`src/hw/rtl/tmw_pkg.sv`:
```
`default_nettype none
// ----------------------------------------------------------------------------
// tmw_pkg
// Shared types and constants of the transition mask weight core.
// ----------------------------------------------------------------------------
package tmw_pkg;

    // Q1.16 unity and centre
    localparam logic [16:0] ONE_Q16  = 17'd65536;
    localparam logic [16:0] HALF_Q16 = 17'd32768;

    // Stage counts of the three sections
    localparam int PROG_STEPS = 16;
    localparam int SQRT_STEPS = 17;
    localparam int EDGE_STEPS = 17;
    localparam int PROG_LAT   = PROG_STEPS + 1;
    localparam int SQRT_LAT   = SQRT_STEPS + 2;
    localparam int EDGE_LAT   = EDGE_STEPS + 5;
    localparam int CORE_LAT   = PROG_LAT + SQRT_LAT + EDGE_LAT;

    // Register indexes of the write port
    typedef enum logic [2:0] {
        REG_MODE   = 3'd0,
        REG_INVERT = 3'd1,
        REG_BLUR   = 3'd2,
        REG_START  = 3'd3,
        REG_END    = 3'd4
    } t_reg_idx;

    // Transition modes
    typedef enum logic [1:0] {
        MODE_FADE   = 2'd0,
        MODE_HWIPE  = 2'd1,
        MODE_VWIPE  = 2'd2,
        MODE_CIRCLE = 2'd3
    } t_mode;

    // Progress classification
    typedef enum logic [1:0] {
        PK_ZERO = 2'd0,
        PK_FULL = 2'd1,
        PK_DIV  = 2'd2
    } t_pkind;

    // Weight rule picked at the front of the edge section
    typedef enum logic [1:0] {
        WK_FADE = 2'd0,
        WK_HARD = 2'd1,
        WK_SOFT = 2'd2
    } t_wkind;

    typedef struct packed {
        logic [1:0]  mode;
        logic        invert;
        logic [18:0] blur;
        logic [19:0] start_frame;
        logic [19:0] end_frame;
    } t_cfg;

    typedef struct packed {
        logic [16:0] x;
        logic [16:0] y;
    } t_xy;

endpackage
`default_nettype wire

```
`src/hw/rtl/tmw_sqrt.sv`:
```
`default_nettype none
// ----------------------------------------------------------------------------
// tmw_sqrt
// Radius pipeline: squares the centred offsets, then a 17 stage digit by
// digit square root of 2 * (dx^2 + dy^2), two radicand bits per stage.
// ----------------------------------------------------------------------------
module tmw_sqrt (
    input  wire logic              i_clk,
    input  wire logic              i_rst_n,
    input  wire logic              i_valid,
    input  wire logic [16:0]       i_prog,
    input  wire tmw_pkg::t_xy      i_xy,
    output logic                   o_valid,
    output logic [16:0]            o_prog,
    output tmw_pkg::t_xy           o_xy,
    output logic [16:0]            o_root
);
    import tmw_pkg::*;

    logic signed [17:0] w_dx;
    logic signed [17:0] w_dy;
    logic signed [35:0] w_dx2;
    logic signed [35:0] w_dy2;

    // Stage one: squares
    logic        r_sq_valid;
    logic [30:0] r_sqx;
    logic [30:0] r_sqy;
    logic [16:0] r_sq_prog;
    t_xy         r_sq_xy;

    // Root steps, entry 0 is the radicand stage
    logic        r_valid [0:SQRT_STEPS];
    logic [33:0] r_rad   [0:SQRT_STEPS];
    logic [19:0] r_rem   [0:SQRT_STEPS];
    logic [16:0] r_root  [0:SQRT_STEPS];
    logic [16:0] r_prog  [0:SQRT_STEPS];
    t_xy         r_xy    [0:SQRT_STEPS];

    assign w_dx  = $signed({1'b0, i_xy.x}) - $signed({1'b0, HALF_Q16});
    assign w_dy  = $signed({1'b0, i_xy.y}) - $signed({1'b0, HALF_Q16});
    assign w_dx2 = w_dx * w_dx;
    assign w_dy2 = w_dy * w_dy;

    always_ff @(posedge i_clk) begin
        if (!i_rst_n) begin
            r_sq_valid <= 1'b0;
            r_valid[0] <= 1'b0;
        end else begin
            r_sq_valid <= i_valid;
            r_valid[0] <= r_sq_valid;
        end
    end

    always_ff @(posedge i_clk) begin
        r_sqx     <= w_dx2[30:0];
        r_sqy     <= w_dy2[30:0];
        r_sq_prog <= i_prog;
        r_sq_xy   <= i_xy;
        // radicand = 2 * sum, padded to an even width
        r_rad[0]  <= {1'b0, ({1'b0, r_sqx} + {1'b0, r_sqy}), 1'b0};
        r_rem[0]  <= '0;
        r_root[0] <= '0;
        r_prog[0] <= r_sq_prog;
        r_xy[0]   <= r_sq_xy;
    end

    for (genvar k = 1; k <= SQRT_STEPS; k++) begin : g_step
        logic [19:0] w_rem;
        logic [19:0] w_trial;
        logic        w_ge;
        assign w_rem   = {r_rem[k-1][17:0], r_rad[k-1][33:32]};
        assign w_trial = {1'b0, r_root[k-1], 2'b01};
        assign w_ge    = (w_rem >= w_trial);

        always_ff @(posedge i_clk) begin
            if (!i_rst_n) begin
                r_valid[k] <= 1'b0;
            end else begin
                r_valid[k] <= r_valid[k-1];
            end
        end

        always_ff @(posedge i_clk) begin
            r_rad[k]  <= {r_rad[k-1][31:0], 2'b00};
            r_rem[k]  <= w_ge ? (w_rem - w_trial) : w_rem;
            r_root[k] <= {r_root[k-1][15:0], w_ge};
            r_prog[k] <= r_prog[k-1];
            r_xy[k]   <= r_xy[k-1];
        end
    end

    assign o_valid = r_valid[SQRT_STEPS];
    assign o_prog  = r_prog[SQRT_STEPS];
    assign o_xy    = r_xy[SQRT_STEPS];
    assign o_root  = r_root[SQRT_STEPS];

endmodule
`default_nettype wire

```
`config.mk`:
```
export PLATFORM = sky130hd
export DESIGN_NAME = tmw_sqrt
export DESIGN_NICKNAME = d
export VERILOG_FILES = /design/src/hw/rtl/tmw_pkg.sv /design/src/hw/rtl/tmw_sqrt.sv
export SDC_FILE = /design/constraint.sdc
export NUM_CORES = 2
export LEC_CHECK = 0
export BUFFER_PORTS_ARGS = -buffer_cell sky130_fd_sc_hd__buf_4
export CAP_MARGIN = 30
export CORE_ASPECT_RATIO = 1.75
export CORE_MARGIN = 8
export CORE_UTILIZATION = 45
export CTS_BUF_LIST = sky130_fd_sc_hd__clkbuf_8
export DETAILED_ROUTE_END_ITERATION = 6
export GPL_ROUTABILITY_DRIVEN = 0
export HOLD_SLACK_MARGIN = 0.1
export SLEW_MARGIN = 30
export SYNTH_ARGS = -nofsm -noshare
export SYNTH_HDL_FRONTEND = slang
export SYNTH_SLANG_ARGS = --single-unit
export TNS_END_PERCENT = 10
```
`constraint.sdc`:
```
create_clock -name i_clk -period 15.65 [get_ports i_clk]
set_clock_uncertainty 0.15 [all_clocks]
set_input_delay 1.565 -clock i_clk [delete_from_list [all_inputs] [get_ports i_clk]]
set_output_delay 1.565 -clock i_clk [all_outputs]
set_load 0.005 [all_outputs]
```
==> run metrics <==
Overflow after GRT=0; dpl hpwl=approximately 88 mm; Die Width=approximately 300 um; DRC=0; Hold WC Path Type=reg2reg; P&R area growth vs syn=12.32%; Setup Buffers After CTS=0; post-layout min period=between 7 and 8 ns; CTS tree=built; Via density=between 4 and 5; relative slew slack=about two fifths; worst hold stages=0; FFs w/ async S/R, synth=0%; post-synth top area share=approximately 53%; number of enable flip-flop cells after synthesis=0; vias in the first global route=roughly 40000; CTS buffer count=230; final hold vios=0; R2R depth=11; Synth area leader=dfxtp_1; commonest non-fill, non-tap cell in the layout=dfxtp_1; fill count=13140; hold wc startpoint=r_rad[0][5]; worst reg2reg startpoint=r_rad[9][32]; Port Buffer Count=roughly 120; Yosys Warn Count=0; CP Max Fanout=15; leading post-synthesis cells by cell area=dfxtp_1 53%, fa_1 16%, ha_1 7.4%; GRT Overall Usage=roughly 15%; Crit path required time=~16 ns; Starting Density=between 40% and 50%; WP data arrival=around 8.3 ns; initial DRC count=1245; DR pass1 iterations=7; status=finished clean; RSZ-0062 raised after global routing=false; total number of vias=between 30000 and 40000; Least-Margin Pin Slew=between 0.8 and 0.9 ns; CTS resizes=0; pin count of the biggest net entering global routing=34; # IOs=123; H-tree depth=4; area of the multi-input gates=0.02701 mm^2; Seq cells post-synth=around 1800; WL/cell=about 14 um; Post-Syn Area=approximately 0.066 mm^2; Root Driver=clkbuf_8; Distinct cells, synth=85; period utilization=about half; Post-Syn Area per Cell=between 10 and 15 um^2; Worst-path clk slew=0.07 ns; most frequent cells in the layout=1751 x dfxtp_1, 1048 x inv_1, 512 x fa_1, 390 x ha_1, 326 x nand2_1; setup TNS=0 ns; setup violators final=0; share of cells above drive strength 1=slightly below 9%; die height=approximately 520 um; Sink Count=around 1800; die area=between 0.15 and 0.2 mm^2; Max Buffers Root-to-Sink=3; CP Capture Type=register; R2R setup slack=~12 ns; Max-cap violations=0; # rows=186; first-pass GRT wire length=~190 mm; max-slew violation count=0; Synth Flop Type=dfxtp_1; Synth Net Count=6665; FF+latch area=~0.035 mm^2; hold endpoint=r_rad[1][7]; Seq/Total Area, Yosys=53.03%; Core Region=between 0.1 and 0.15 mm^2; Hold Buf Count CTS=0; Clk Latency, worst-skew pair=around 0.87 ns; reg2reg end=r_rem[10][15]; Max Fclk=between 100 and 150 MHz; critical path class=in2reg; Nets=between 6000 and 7000; Startpoint Class=input port; Antenna Nets Post-Route=0; initial antenna violation count=2; drt total wl=between 100 and 150 mm; Mapped Cells=about 5700
[cell usage after synthesis (32+ instances only)]
master / count
dfxtp_1: 1751
inv_1: 984
fa_1: 512
ha_1: 390
nand2_1: 326
nor2_1: 233
xnor2_1: 197
a21oi_1: 194
o21ai_0: 152
and2_1: 118
xor2_1: 101
nor3_1: 75
clkbuf_1: 67
a21o_1: 65
o21a_1: 57
nor2b_1: 52
nand2b_1: 44
nand3_1: 44
or3_1: 32
[critical path, cell delays in order]
cell	delay (ns)
buf_4	0.15
inv_1	0.29
ha_1	0.53
inv_1	0.36
nor2_1	0.27
xnor2_1	0.10
ha_1	0.19
a31o_2	0.22
fa_1	0.53
fa_1	0.43
fa_1	0.47
fa_1	0.51
inv_1	0.05
fa_1	0.48
inv_1	0.05
ha_1	0.35
and3_1	0.25
a31oi_1	0.17
nand2_1	0.11
a211o_1	0.33
a221o_1	0.38
a31o_1	0.21
a21oi_1	0.16
xnor2_1	0.13
[sequential cells by signal (all words and copies together) (netlist names)]
signal / count
r_root: 153
r_xy: 612
r_rem: 264
r_sq_valid: 1
r_sq_xy: 34
r_sq_prog: 17
r_sqx: 29
r_rad: 288
r_prog: 306
r_sqy: 29
r_valid: 18
[layer usage]
metal	share of wire, %	global-route usage (%)	wire [um]	vias to the layer above
met1	32	12.29	36950	17880
met4	7.3	10.26	8372	0
li1	-	-	-	18380
met5	0	0	0	-
met2	57	30.10	66320	640
met3	3.3	2.761	3811	347
[per-stage QoR]
stage	hold WS (ns)	cell area (um^2)	util (%)	worst slack, ns	std cells
after global placement	0.1595	69080	47.19	7.330	7631
final	0.1364	74240	50.72	7.988	8059
after global routing	0.1219	74240	50.72	7.664	8059
after floorplan	0.1596	66100	-	7.819	5709
after detailed placement	0.1621	69080	47.19	7.135	7631
after CTS	0.1158	74230	50.71	8.161	8053
[area by class of cell]
| class | instances | share of cell area [%] |
|---|---|---|
| clock inverter | 127 | 1.463 |
| sequential | 1751 | 47.22 |
| timing repair buffer | 127 | 1.284 |
| inverter | 988 | 4.995 |
| tap | 1880 | 3.168 |
| clock buffer | 295 | 5.469 |
| multi-input combinational | 2885 | 36.39 |
| antenna | 6 | 0.02022 |
[how the worst max path moves through the flow]
stage	from	end	slack, ns	depth (start not counted)
after floorplan	i_xy[15]	r_sqy[29]	7.82	25
after global placement	i_xy[15]	r_sqy[29]	7.33	26
after detailed placement	i_xy[15]	r_sqy[29]	7.14	24
after CTS	i_xy[15]	r_sqy[29]	8.16	24
after global routing	i_xy[15]	r_sqy[29]	7.66	24
final	i_xy[15]	r_sqy[29]	7.99	24
[cell families after synthesis]
logic type                 after synthesis  synth area share [%]
AOI/OAI and AO/OA                      622                 5.908
xor gates and xnor gates               298                 3.949
adders and majority gates              902                 22.89
buffers and inverters                 1073                 6.129
DFF                                   1751                 53.03
muxes                                   23                0.3824
other                                    1              0.005673
and+or+nand+nor                       1039                 7.702
Power is left out: the tool's default activity adds up to more than one toggle a clock period on the data nets, which glitch-free logic cannot reach.
