$ cat src/hw/rtl/tmw_pkg.sv
`default_nettype none
// ----------------------------------------------------------------------------
// tmw_pkg
// Shared types and constants of the transition mask weight core.
// ----------------------------------------------------------------------------
package tmw_pkg;

    // Q1.16 unity and centre
    localparam logic [16:0] ONE_Q16  = 17'd65536;
    localparam logic [16:0] HALF_Q16 = 17'd32768;

    // Stage counts of the three sections
    localparam int PROG_STEPS = 16;
    localparam int SQRT_STEPS = 17;
    localparam int EDGE_STEPS = 17;
    localparam int PROG_LAT   = PROG_STEPS + 1;
    localparam int SQRT_LAT   = SQRT_STEPS + 2;
    localparam int EDGE_LAT   = EDGE_STEPS + 5;
    localparam int CORE_LAT   = PROG_LAT + SQRT_LAT + EDGE_LAT;

    // Register indexes of the write port
    typedef enum logic [2:0] {
        REG_MODE   = 3'd0,
        REG_INVERT = 3'd1,
        REG_BLUR   = 3'd2,
        REG_START  = 3'd3,
        REG_END    = 3'd4
    } t_reg_idx;

    // Transition modes
    typedef enum logic [1:0] {
        MODE_FADE   = 2'd0,
        MODE_HWIPE  = 2'd1,
        MODE_VWIPE  = 2'd2,
        MODE_CIRCLE = 2'd3
    } t_mode;

    // Progress classification
    typedef enum logic [1:0] {
        PK_ZERO = 2'd0,
        PK_FULL = 2'd1,
        PK_DIV  = 2'd2
    } t_pkind;

    // Weight rule picked at the front of the edge section
    typedef enum logic [1:0] {
        WK_FADE = 2'd0,
        WK_HARD = 2'd1,
        WK_SOFT = 2'd2
    } t_wkind;

    typedef struct packed {
        logic [1:0]  mode;
        logic        invert;
        logic [18:0] blur;
        logic [19:0] start_frame;
        logic [19:0] end_frame;
    } t_cfg;

    typedef struct packed {
        logic [16:0] x;
        logic [16:0] y;
    } t_xy;

endpackage
`default_nettype wire

$ cat src/hw/rtl/tmw_prog.sv
`default_nettype none
// ----------------------------------------------------------------------------
// tmw_prog
// Progress pipeline: classifies the frame and runs a 16 stage long division
// of (frame - start) * 65536 by (end - start), one quotient bit per stage.
// ----------------------------------------------------------------------------
module tmw_prog (
    input  wire logic              i_clk,
    input  wire logic              i_rst_n,
    input  wire tmw_pkg::t_cfg     i_cfg,
    input  wire logic              i_valid,
    input  wire logic [19:0]       i_frame,
    input  wire logic [16:0]       i_pos_x,
    input  wire logic [16:0]       i_pos_y,
    output logic                   o_valid,
    output logic [16:0]            o_prog,
    output tmw_pkg::t_xy           o_xy
);
    import tmw_pkg::*;

    logic        r_valid [0:PROG_STEPS];
    t_pkind      r_kind  [0:PROG_STEPS];
    logic [19:0] r_rem   [0:PROG_STEPS];
    logic [19:0] r_den   [0:PROG_STEPS];
    logic [15:0] r_quo   [0:PROG_STEPS];
    t_xy         r_xy    [0:PROG_STEPS];

    t_pkind      n_kind;
    t_xy         n_xy;

    // Entry: saturate positions, classify the frame
    always_comb begin
        n_xy.x = (i_pos_x > ONE_Q16) ? ONE_Q16 : i_pos_x;
        n_xy.y = (i_pos_y > ONE_Q16) ? ONE_Q16 : i_pos_y;
        if (i_cfg.end_frame <= i_cfg.start_frame) begin
            n_kind = PK_FULL;
        end else if (i_frame <= i_cfg.start_frame) begin
            n_kind = PK_ZERO;
        end else if (i_frame >= i_cfg.end_frame) begin
            n_kind = PK_FULL;
        end else begin
            n_kind = PK_DIV;
        end
    end

    always_ff @(posedge i_clk) begin
        if (!i_rst_n) begin
            r_valid[0] <= 1'b0;
        end else begin
            r_valid[0] <= i_valid;
        end
    end

    always_ff @(posedge i_clk) begin
        r_kind[0] <= n_kind;
        r_rem[0]  <= i_frame - i_cfg.start_frame;
        r_den[0]  <= i_cfg.end_frame - i_cfg.start_frame;
        r_quo[0]  <= '0;
        r_xy[0]   <= n_xy;
    end

    // Division steps: for a divided frame the remainder stays below the divisor
    for (genvar k = 1; k <= PROG_STEPS; k++) begin : g_step
        logic [20:0] w_rem2;
        logic        w_ge;
        assign w_rem2 = {r_rem[k-1], 1'b0};
        assign w_ge   = (w_rem2 >= {1'b0, r_den[k-1]});

        always_ff @(posedge i_clk) begin
            if (!i_rst_n) begin
                r_valid[k] <= 1'b0;
            end else begin
                r_valid[k] <= r_valid[k-1];
            end
        end

        always_ff @(posedge i_clk) begin
            r_kind[k] <= r_kind[k-1];
            r_den[k]  <= r_den[k-1];
            r_xy[k]   <= r_xy[k-1];
            r_quo[k]  <= {r_quo[k-1][14:0], w_ge};
            r_rem[k]  <= w_ge ? 20'(w_rem2 - {1'b0, r_den[k-1]}) : w_rem2[19:0];
        end
    end

    // Final selection of the progress value
    always_comb begin
        unique case (r_kind[PROG_STEPS])
            PK_ZERO: o_prog = '0;
            PK_FULL: o_prog = ONE_Q16;
            PK_DIV:  o_prog = {1'b0, r_quo[PROG_STEPS]};
            default: o_prog = ONE_Q16;
        endcase
    end

    assign o_valid = r_valid[PROG_STEPS];
    assign o_xy    = r_xy[PROG_STEPS];

endmodule
`default_nettype wire

$ cat config.mk
export PLATFORM = sky130hd
export DESIGN_NAME = tmw_prog
export DESIGN_NICKNAME = d
export VERILOG_FILES = /design/src/hw/rtl/tmw_pkg.sv /design/src/hw/rtl/tmw_prog.sv
export SDC_FILE = /design/constraint.sdc
export NUM_CORES = 2
export LEC_CHECK = 0
export BUFFER_PORTS_ARGS = -buffer_cell sky130_fd_sc_hd__buf_2
export CAP_MARGIN = 15
export CORE_UTILIZATION = 56
export CTS_BUF_LIST = sky130_fd_sc_hd__clkbuf_4
export DETAILED_ROUTE_END_ITERATION = 10
export PLACE_DENSITY_LB_ADDON = 0.05
export SLEW_MARGIN = 20
export SYNTH_ARGS = -nofsm -noshare
export SYNTH_HDL_FRONTEND = slang
export SYNTH_SLANG_ARGS = --single-unit
$ cat constraint.sdc
create_clock -name i_clk -period 7.7 [get_ports i_clk]
set_clock_uncertainty 0.2 [all_clocks]
set_input_delay 1.54 -clock i_clk [delete_from_list [all_inputs] [get_ports i_clk]]
set_output_delay 1.54 -clock i_clk [all_outputs]
set_load 0.05 [all_outputs]
==> results.sh <==
export IMPL_syn_nets=5178
export IMPL_grt_max_degree=41
export IMPL_pwr_share_comb_pct=41.7
export IMPL_crit_type="reg -> out"
export IMPL_arrival_ns=2.45
export IMPL_tns_ns=0
export IMPL_drc=0
export IMPL_gr_usage_all_layers_pct=21.3
export IMPL_power_frac_seq_pct=37.5
export IMPL_synth_edf_count=0
export IMPL_p_per_area_nw_per_um2=488
export IMPL_cp_slowest_cell="nor2b_2"
export IMPL_clockBufferDepth=4
export IMPL_drt_iter0_drc=1375
export IMPL_p_leak_nw=26.2
export IMPL_rrSetupSlack_ns=3.94
export IMPL_cts_setup_buffers=0
export IMPL_synth_area_top_cells="dfxtp_1, ha_1, inv_1, o21ai_0, a21oi_1"
export IMPL_drive_gt1_share_pct=15.0
export IMPL_placed_area_sq_um=51800
export IMPL_finalSetupViolCount=0
export IMPL_tritoncts="yes"
export IMPL_synth_ff_type="dfxtp_1"
export IMPL_clock_root_buffer="clkbuf_4"
export IMPL_cts_sinks=1405
export IMPL_cp_max_fo=16
export IMPL_ir_drop_mv=0.230
export IMPL_worst_slew_pin_transition_ns=1.06
export IMPL_grt_pass1_vias=31885
export IMPL_grt_antenna_before_repair=6
export IMPL_via_per_inst=5.06
export IMPL_grt_overflow=0
export IMPL_h_tree_depth=5
export IMPL_fmax_mhz=239
export IMPL_hold_violations=0
export IMPL_syn_area_per_cell_sq_um=10.7
export IMPL_fin_util_pct=63.3
export IMPL_clkTransAtPathRegs_ns=0.06
export IMPL_synth_top_cell_by_area="dfxtp_1"
export IMPL_drv_cap=0
export IMPL_gp_congestion=0.904
export IMPL_ys_seq_area_share_pct=56.4
export IMPL_ios=171
export IMPL_ant_nets=0
export IMPL_cp_slowest_stage_delay_ns=0.53
export IMPL_internal_power_w=0.0174
export IMPL_netSwitchingPower_w=0.00987
export IMPL_path_cells="nor2b_2 -> and2_1 -> buf_2"
export IMPL_row_count=109
export IMPL_dr_total_vias=32640
export IMPL_min_path_type="reg -> reg"
export IMPL_clk_latency_ns=1.18
export IMPL_cts_resized_gates=0
export IMPL_io_buffer_count=148
export IMPL_area_growth_pct=12.0
export IMPL_fin_crit_ns=4.19
export IMPL_synthCells=4663
export IMPL_start_kind="flip-flop"
export IMPL_die_area_sq_um=90300
export IMPL_sw_frac_of_total_pct=36.2
export IMPL_start_util_pct=56.5
export IMPL_post_dp_hpwl_um=72200
export IMPL_post_place_cells=5901
export IMPL_drt_pre_antenna_iters=6
export IMPL_n_fill_cell=7376
export IMPL_relSlewSlack_pct=29.3
export IMPL_timing_hold_ws_ns=0.0705
export IMPL_fp_coreArea_sq_um=88400
export IMPL_required_ns=5.96
export IMPL_wl_um=95100
export IMPL_ys_warn_count=0
export IMPL_netlist_area_sq_um=49900
export IMPL_rsz0062_at_grt="false"
export IMPL_cts_made_buffers=345
export IMPL_synth_top_area_share_pct=56.4
export IMPL_status="finished, final reports clean"
export IMPL_die_h_um=301
export IMPL_avgRoutedWirePerCell_um=14.7
export IMPL_ys_types=91
export IMPL_grt_pass1_wl_um=154000
export IMPL_final_max_slew_viol_count=0
export IMPL_die_w_um=301
export IMPL_fin_crit_sh_pct=54.4
export IMPL_cts_hold_buf=0
export IMPL_stdcell_count=6455
export IMPL_synth_seq_cells=1405
export IMPL_endpoint_kind="output pin"
export IMPL_async_flop_share_pct=0
export IMPL_fin_area_sq_um=55900
export IMPL_final_net_count=5598
export IMPL_power_share_clock_pct=20.8
[cell families after synthesis]
group	synth area share [%]
adders and majority gates	10.2
AOI/OAI and AO/OA	13.2
and+or+nand+nor	8.90
muxes	2.44
DFF	56.4
xor gates and xnor gates	4.76
buffers and inverters	4.18
[power by group through the flow]
stage | registers [W] | logic [W] | clock network (W)
3_3_place_gp | 0.0104 | 0.0112 | 0
3_5_place_dp | 0.0104 | 0.0113 | 0
4_1_cts | 0.0102 | 0.0114 | 0.00592
6_report | 0.0102 | 0.0114 | 0.00567
2_1_floorplan | 0.00991 | 0.00915 | 0
5_1_grt | 0.0104 | 0.0128 | 0.00633
[area by class of cell]
cell class              instances  area [sq um]  area share [%]
clock buffers                 488          3660            6.55
multi-input cells            2718         19700            35.2
flip-flops and latches       1405         28100            50.3
well taps                    1165          1460            2.61
clock inverters                58           417           0.745
diodes                          8          20.0          0.0358
repair buffers                159           823            1.47
inverters                     454          1700            3.05
[layout by cell type (no fill, tap or decap), drive strengths merged, types with 152 or more instances in the layout]
cell    Yosys  final
inv       454    456
nand2     285    285
xnor2     152    152
dfxtp    1405   1405
o21ai     316    316
a21o      157    157
a21oi     277    277
nor2      177    177
buf        30    159
clkbuf     56    488
ha        379    379
[Yosys cell counts (all sizes together), types with 56 or more instances]
cell type	n
xnor2	152
xor2	119
a21o	157
ha	379
nand3	65
nor2b	86
dfxtp	1405
a21oi	277
o21ai	316
inv	454
nor3	56
nor2	177
nand2	285
mux2	97
clkbuf	56
[critical path, delay by kind of cell (launching register included)]
kind          cells  cell delay, ns
simple gates      2            0.75
flops             1            0.32
buf+inv           1            0.26
[metal layers]
layer  vias up  wire [um]  GRT usage [%]  share of wire, %
met1     14732      43600           26.6                46
met5         -          0              0                 0
met2       811      43400           34.7                46
li1      16882          -              -                 -
met4         0       3170           10.7               3.3
met3       215       4900           4.68               5.2
[sequential cells by signal (all words and copies together) (netlist names)]
name	cells
r_valid	17
r_kind	34
r_rem	320
r_den	320
r_quo	136
r_xy	578
[metrics by stage]
stage | setup slack [ns] | power (W)
after global routing | 3.27 | 0.0295
after global placement | 3.36 | 0.0215
final | 3.51 | 0.0273
after detailed placement | 3.36 | 0.0217
after floorplan | 3.93 | 0.0191
after CTS | 3.26 | 0.0275
[worst paths after layout]
kind | endpoint | startpoint | cells after the start
worst max-delay path | o_prog[4] | r_kind[0][32]$_DFF_P_ | 3
worst min-delay path | r_xy[1][144]$_DFF_P_ | r_xy[1][110]$_DFF_P_ | 0
worst max register to register | r_rem[0][154]$_DFF_P_ | r_den[0][121]$_DFF_P_ | 11
worst min register to register | r_xy[1][144]$_DFF_P_ | r_xy[1][110]$_DFF_P_ | 0
(Power assumes the default switching activity.)
