[src/hw/rtl/tmw_pkg.sv]
`default_nettype none
// ----------------------------------------------------------------------------
// tmw_pkg
// Shared types and constants of the transition mask weight core.
// ----------------------------------------------------------------------------
package tmw_pkg;

    // Q1.16 unity and centre
    localparam logic [16:0] ONE_Q16  = 17'd65536;
    localparam logic [16:0] HALF_Q16 = 17'd32768;

    // Stage counts of the three sections
    localparam int PROG_STEPS = 16;
    localparam int SQRT_STEPS = 17;
    localparam int EDGE_STEPS = 17;
    localparam int PROG_LAT   = PROG_STEPS + 1;
    localparam int SQRT_LAT   = SQRT_STEPS + 2;
    localparam int EDGE_LAT   = EDGE_STEPS + 5;
    localparam int CORE_LAT   = PROG_LAT + SQRT_LAT + EDGE_LAT;

    // Register indexes of the write port
    typedef enum logic [2:0] {
        REG_MODE   = 3'd0,
        REG_INVERT = 3'd1,
        REG_BLUR   = 3'd2,
        REG_START  = 3'd3,
        REG_END    = 3'd4
    } t_reg_idx;

    // Transition modes
    typedef enum logic [1:0] {
        MODE_FADE   = 2'd0,
        MODE_HWIPE  = 2'd1,
        MODE_VWIPE  = 2'd2,
        MODE_CIRCLE = 2'd3
    } t_mode;

    // Progress classification
    typedef enum logic [1:0] {
        PK_ZERO = 2'd0,
        PK_FULL = 2'd1,
        PK_DIV  = 2'd2
    } t_pkind;

    // Weight rule picked at the front of the edge section
    typedef enum logic [1:0] {
        WK_FADE = 2'd0,
        WK_HARD = 2'd1,
        WK_SOFT = 2'd2
    } t_wkind;

    typedef struct packed {
        logic [1:0]  mode;
        logic        invert;
        logic [18:0] blur;
        logic [19:0] start_frame;
        logic [19:0] end_frame;
    } t_cfg;

    typedef struct packed {
        logic [16:0] x;
        logic [16:0] y;
    } t_xy;

endpackage
`default_nettype wire

[src/hw/rtl/tmw_edge.sv]
`default_nettype none
// ----------------------------------------------------------------------------
// tmw_edge
// Weight pipeline: picks the position, forms the soft edge numerator and
// divides it by the blur width in 17 stages; output register at the end.
// ----------------------------------------------------------------------------
module tmw_edge (
    input  wire logic              i_clk,
    input  wire logic              i_rst_n,
    input  wire tmw_pkg::t_cfg     i_cfg,
    input  wire logic              i_valid,
    input  wire logic [16:0]       i_prog,
    input  wire tmw_pkg::t_xy      i_xy,
    input  wire logic [16:0]       i_root,
    output logic                   o_valid,
    output logic [16:0]            o_weight
);
    import tmw_pkg::*;

    logic [16:0] w_pos;
    logic [16:0] w_t;
    t_wkind      w_kind;

    // e1: position and rule
    logic        r1_valid;
    t_wkind      r1_kind;
    logic [16:0] r1_prog;
    logic [16:0] r1_t;
    // e2: product
    logic        r2_valid;
    t_wkind      r2_kind;
    logic [16:0] r2_prog;
    logic [16:0] r2_t;
    logic        r2_lt;
    logic [36:0] r2_prod;
    // e3: numerator
    logic        r3_valid;
    t_wkind      r3_kind;
    logic [16:0] r3_prog;
    logic        r3_lt;
    logic        r3_nonpos;
    logic [36:0] r3_num;
    logic [37:0] w_num;

    // e4 and division steps
    logic        r_valid  [0:EDGE_STEPS];
    t_wkind      r_kind   [0:EDGE_STEPS];
    logic [16:0] r_prog   [0:EDGE_STEPS];
    logic        r_lt     [0:EDGE_STEPS];
    logic        r_nonpos [0:EDGE_STEPS];
    logic        r_sat    [0:EDGE_STEPS];
    logic [19:0] r_rem    [0:EDGE_STEPS];
    logic [16:0] r_low    [0:EDGE_STEPS];
    logic [16:0] r_quo    [0:EDGE_STEPS];

    logic        r_out_valid;
    logic [16:0] r_out_weight;
    logic [16:0] n_weight;

    // Position by mode, then optional inversion
    always_comb begin
        unique case (t_mode'(i_cfg.mode))
            MODE_HWIPE:  w_pos = i_xy.x;
            MODE_VWIPE:  w_pos = i_xy.y;
            MODE_CIRCLE: w_pos = (i_root > ONE_Q16) ? ONE_Q16 : i_root;
            default:     w_pos = i_xy.x;
        endcase
        w_t = i_cfg.invert ? (ONE_Q16 - w_pos) : w_pos;
        if (t_mode'(i_cfg.mode) == MODE_FADE) begin
            w_kind = WK_FADE;
        end else if (i_cfg.blur == '0) begin
            w_kind = WK_HARD;
        end else begin
            w_kind = WK_SOFT;
        end
    end

    assign w_num = {1'b0, r2_prod} - {5'd0, r2_t, 16'd0};

    always_ff @(posedge i_clk) begin
        if (!i_rst_n) begin
            r1_valid   <= 1'b0;
            r2_valid   <= 1'b0;
            r3_valid   <= 1'b0;
            r_valid[0] <= 1'b0;
        end else begin
            r1_valid   <= i_valid;
            r2_valid   <= r1_valid;
            r3_valid   <= r2_valid;
            r_valid[0] <= r3_valid;
        end
    end

    always_ff @(posedge i_clk) begin
        r1_kind    <= w_kind;
        r1_prog    <= i_prog;
        r1_t       <= w_t;

        r2_kind    <= r1_kind;
        r2_prog    <= r1_prog;
        r2_t       <= r1_t;
        r2_lt      <= (r1_t < r1_prog);
        r2_prod    <= r1_prog * (20'd65536 + {1'b0, i_cfg.blur});

        r3_kind    <= r2_kind;
        r3_prog    <= r2_prog;
        r3_lt      <= r2_lt;
        r3_nonpos  <= w_num[37] || (w_num == '0);
        r3_num     <= w_num[36:0];

        // e4: quotient of 2^17 or more saturates at once
        r_kind[0]   <= r3_kind;
        r_prog[0]   <= r3_prog;
        r_lt[0]     <= r3_lt;
        r_nonpos[0] <= r3_nonpos;
        r_sat[0]    <= (r3_num[36:17] >= {1'b0, i_cfg.blur});
        r_rem[0]    <= r3_num[36:17];
        r_low[0]    <= r3_num[16:0];
        r_quo[0]    <= '0;
    end

    for (genvar k = 1; k <= EDGE_STEPS; k++) begin : g_step
        logic [19:0] w_rem2;
        logic        w_ge;
        assign w_rem2 = {r_rem[k-1][18:0], r_low[k-1][16]};
        assign w_ge   = (w_rem2 >= {1'b0, i_cfg.blur});

        always_ff @(posedge i_clk) begin
            if (!i_rst_n) begin
                r_valid[k] <= 1'b0;
            end else begin
                r_valid[k] <= r_valid[k-1];
            end
        end

        always_ff @(posedge i_clk) begin
            r_kind[k]   <= r_kind[k-1];
            r_prog[k]   <= r_prog[k-1];
            r_lt[k]     <= r_lt[k-1];
            r_nonpos[k] <= r_nonpos[k-1];
            r_sat[k]    <= r_sat[k-1];
            r_low[k]    <= {r_low[k-1][15:0], 1'b0};
            r_quo[k]    <= {r_quo[k-1][15:0], w_ge};
            r_rem[k]    <= w_ge ? (w_rem2 - {1'b0, i_cfg.blur}) : w_rem2;
        end
    end

    // Final weight
    always_comb begin
        unique case (r_kind[EDGE_STEPS])
            WK_FADE: n_weight = r_prog[EDGE_STEPS];
            WK_HARD: n_weight = r_lt[EDGE_STEPS] ? ONE_Q16 : '0;
            WK_SOFT: begin
                if (r_nonpos[EDGE_STEPS]) begin
                    n_weight = '0;
                end else if (r_sat[EDGE_STEPS] || (r_quo[EDGE_STEPS] > ONE_Q16)) begin
                    n_weight = ONE_Q16;
                end else begin
                    n_weight = r_quo[EDGE_STEPS];
                end
            end
            default: n_weight = '0;
        endcase
    end

    always_ff @(posedge i_clk) begin
        if (!i_rst_n) begin
            r_out_valid <= 1'b0;
        end else begin
            r_out_valid <= r_valid[EDGE_STEPS];
        end
    end

    always_ff @(posedge i_clk) begin
        r_out_weight <= n_weight;
    end

    assign o_valid  = r_out_valid;
    assign o_weight = r_out_weight;

endmodule
`default_nettype wire

[config.mk]
export PLATFORM = sky130hd
export DESIGN_NAME = tmw_edge
export DESIGN_NICKNAME = d
export VERILOG_FILES = /design/src/hw/rtl/tmw_pkg.sv /design/src/hw/rtl/tmw_edge.sv
export SDC_FILE = /design/constraint.sdc
export NUM_CORES = 2
export LEC_CHECK = 0
export BUFFER_PORTS_ARGS = -buffer_cell sky130_fd_sc_hd__buf_2
export CELL_PAD_IN_SITES_DETAIL_PLACEMENT = 1
export CELL_PAD_IN_SITES_GLOBAL_PLACEMENT = 2
export CORE_MARGIN = 5
export CORE_UTILIZATION = 42
export CTS_CLUSTER_SIZE = 25
export DETAILED_ROUTE_END_ITERATION = 7
export GPL_TIMING_DRIVEN = 0
export PLACE_DENSITY_LB_ADDON = 0.2
export SYNTH_ARGS = -nofsm -noshare
export SYNTH_HDL_FRONTEND = slang
export SYNTH_SLANG_ARGS = --single-unit
[constraint.sdc]
create_clock -name i_clk -period 10.2 [get_ports i_clk]
set_input_delay 1.02 -clock i_clk [delete_from_list [all_inputs] [get_ports i_clk]]
set_output_delay 1.02 -clock i_clk [all_outputs]
set_load 0.02 [all_outputs]
==> results.tsv <==
metric	value	unit
status	finished clean	
fp.dieW	375	µm
worst_ep_required_time	10.84	ns
vias	39100	
worst_pin_slew	1.08	ns
synth_edf_count	0	
fillers	14800	
synthCells	5478	
synth_flop_cell	dfxtp_1	
root_buffer	clkbuf_16	
seqCellArea	0.0247	mm²
endpoint_kind	register	
avgSynthCellArea	10.2	µm²
syn-num-nets	6386	
setup_viol	0	
rsz0062_at_grt	no	
path_clk_slew	0.08	ns
cp.depth	25	
cts_hold_buf	0	
nets	6641	
cp_data_arrival_time	9.39	ns
min_period_over_period	0.858	
power_frac_seq	0.284	
worst_ir_drop_vdd	0.438	mV
critPathKind	input pin to register	
antenna_found_initial	6	
fin_skew	0.0521	ns
drt-met1-wl	69300	µm
track_usage	0.216	
fmax	114	MHz
synth_area	0.0561	mm²
critPathTopFamily	adder cells	
ys_seq_area_frac	0.440	
power	26000	µW
dr.pass1.iters	7	
h-tree-depth	4	
clkPwrFrac	0.192	
cp_max_fo	17	
combPwrFrac	0.524	
wl	152000	µm
grt_overflow_total	0	
cts_resized	0	
ys_ff_latch	1232	
critPathSlowestCell	a211oi_1	
routed-wl-met3	6150	µm
top_layer_used	met4	
ys_warn_count	0	
grt_pass1_vias	42100	
final_max_slew_viol_count	0	
p_switching	10700	µW
drcViolationCount	0	
synthArstFlopShare	0	
cpPeakStageDelay	0.67	ns
routedWlPerCell	19.9	µm
row_count	134	
coreArea	0.133	mm²
grt_max_degree	28	
clock-sinks	1232	
p_leak	0.0287	µW
ant_nets	0	
cap_violations	0	
met2_length	72000	µm
cts_tree	built	
min_path_cells	0	
fp.dieH	375	µm
initialDrtViolationCount	1740	
p_sw_frac	0.413	
holdWs	0.298	ns
synthToLayoutAreaGrowth	13.9	%
cts_setup_buffers	0	
worst-path-buf-inv	8	
dpl.hpwl	117000	µm
utilization	0.480	
gp_congestion	0.865	
multi_input_area	0.0291	mm²
intPower	15300	µW
slew_headroom	0.279	
clkLatencyLatePin	0.78	ns
routed_via_density	5.15	
grt_first_pass_wirelength	239000	µm
finalWorstPathRequiredPeriod	8.75	ns
initial_utilization	0.421	
start_kind	input pin	
rr_worst_depth	23	
drive_gt1_frac	0.0745	
io_pins	151	
io_buffers	106	
ys_types	87	
cts_buffers	131	
die_area	0.141	mm²
clk_path_buf_depth	3	
timing_hold_violations_final	0	
hold_class	register to register	
power-per-cell-area	407	mW/mm²
cell families after synthesis:
family          share of synthesized area
simple gates                        0.111
flops                               0.440
compound gates                      0.121
fa+ha+maj                           0.211
buf+inv                            0.0418
xor+xnor                           0.0461
mux                                0.0298
per-stage QoR:
stage	TNS, ns	area (µm²)	setup WS, ns	instances
2_1_floorplan	0	56100	2.46	5478
3_3_place_gp	-2.23	58800	-0.579	7352
3_5_place_dp	0	59200	0.606	7368
4_1_cts	0	63900	1.38	7595
5_1_grt	0	63900	1.01	7595
6_report	0	63900	1.45	7597
worst paths after layout:
check | startpoint | to | slack (ns)
max reg2reg | r1_prog[6]$_DFF_P_ | r2_prod[34]$_DFF_P_ | 1.47
max | i_cfg[41] | r2_prod[34]$_DFF_P_ | 1.45
min reg2reg | r_low[6][9]$_DFF_P_ | r_low[7][10]$_DFF_P_ | 0.30
min | r_low[6][9]$_DFF_P_ | r_low[7][10]$_DFF_P_ | 0.30
placed cells by master (no fill, tap or decap), types with 124 or more instances in the layout:
master     synthesis  final
dfxtp_1         1232   1232
ha_1             489    489
inv_1            491    483
nand2_1          442    442
nor2_1           391    391
a21oi_1          299    299
fa_1             286    286
o21ai_0          218    218
xnor2_1          192    192
clkbuf_16          0    132
a21o_1           124    124
routing by layer:
metal  global-route usage  vias to the layer above
li1                     -                    19100
met3               0.0324                      218
met5                    0                        -
met4               0.0625                        0
met1                0.283                    19200
met2                0.369                      640
power by group through the flow:
| stage | sequential, µW | combinational, µW | clock [µW] |
|---|---|---|---|
| after floorplan | 7090 | 9940 | 0 |
| after global placement | 7460 | 13400 | 0 |
| after detailed placement | 7490 | 13500 | 0 |
| after CTS | 7410 | 13700 | 5150 |
| after global routing | 7530 | 15300 | 5360 |
| final | 7370 | 13600 | 5000 |
registers in the layout (all words and copies together), names as in the netlist, 18 cells and up:
signal / flops
r_kind: 36
r_low: 153
r_sat: 18
r_valid: 18
r_lt: 18
r_prog: 306
r_nonpos: 18
r_rem: 323
r3_num: 37
r_quo: 153
r2_prod: 37
synthesized netlist by cell type, drive strengths merged (7+ instances only):
cell	count	area, µm²
a2111oi	9	78.8
a211oi	40	300
a21boi	10	75.1
a21o	125	940
a21oi	299	1500
a221oi	7	61.3
a22o	17	149
a31o	7	61.3
a31oi	38	238
and2	57	357
and3	26	163
buf	19	82.6
clkbuf	99	372
dfxtp	1232	24700
fa	286	5730
ha	489	6120
inv	499	1870
mux2	121	1360
mux2i	31	310
nand2	442	1660
nand2b	50	313
nand3	68	345
nand3b	12	90.1
nand4	40	250
nor2	391	1470
nor2b	71	452
nor3	69	350
nor3b	7	52.6
nor4	35	225
o2111ai	9	78.8
o211ai	34	260
o21a	60	450
o21ai	267	1340
o21bai	31	233
o31a	16	141
o31ai	30	225
o41a	7	78.8
o41ai	13	129
or2	14	87.6
or3	32	201
xnor2	192	1680
xor2	103	902
layout make-up:
type | instances | share of cell area
clock inverters | 51 | 0.0146
diodes | 2 | 0.0000783
repair buffers | 122 | 0.0137
inverters | 503 | 0.0296
plain buffers | 118 | 0.00724
clock buffers | 176 | 0.0585
flip-flops and latches | 1232 | 0.386
well taps | 1768 | 0.0346
multi-input cells | 3625 | 0.456
(Power assumes the default switching activity.)
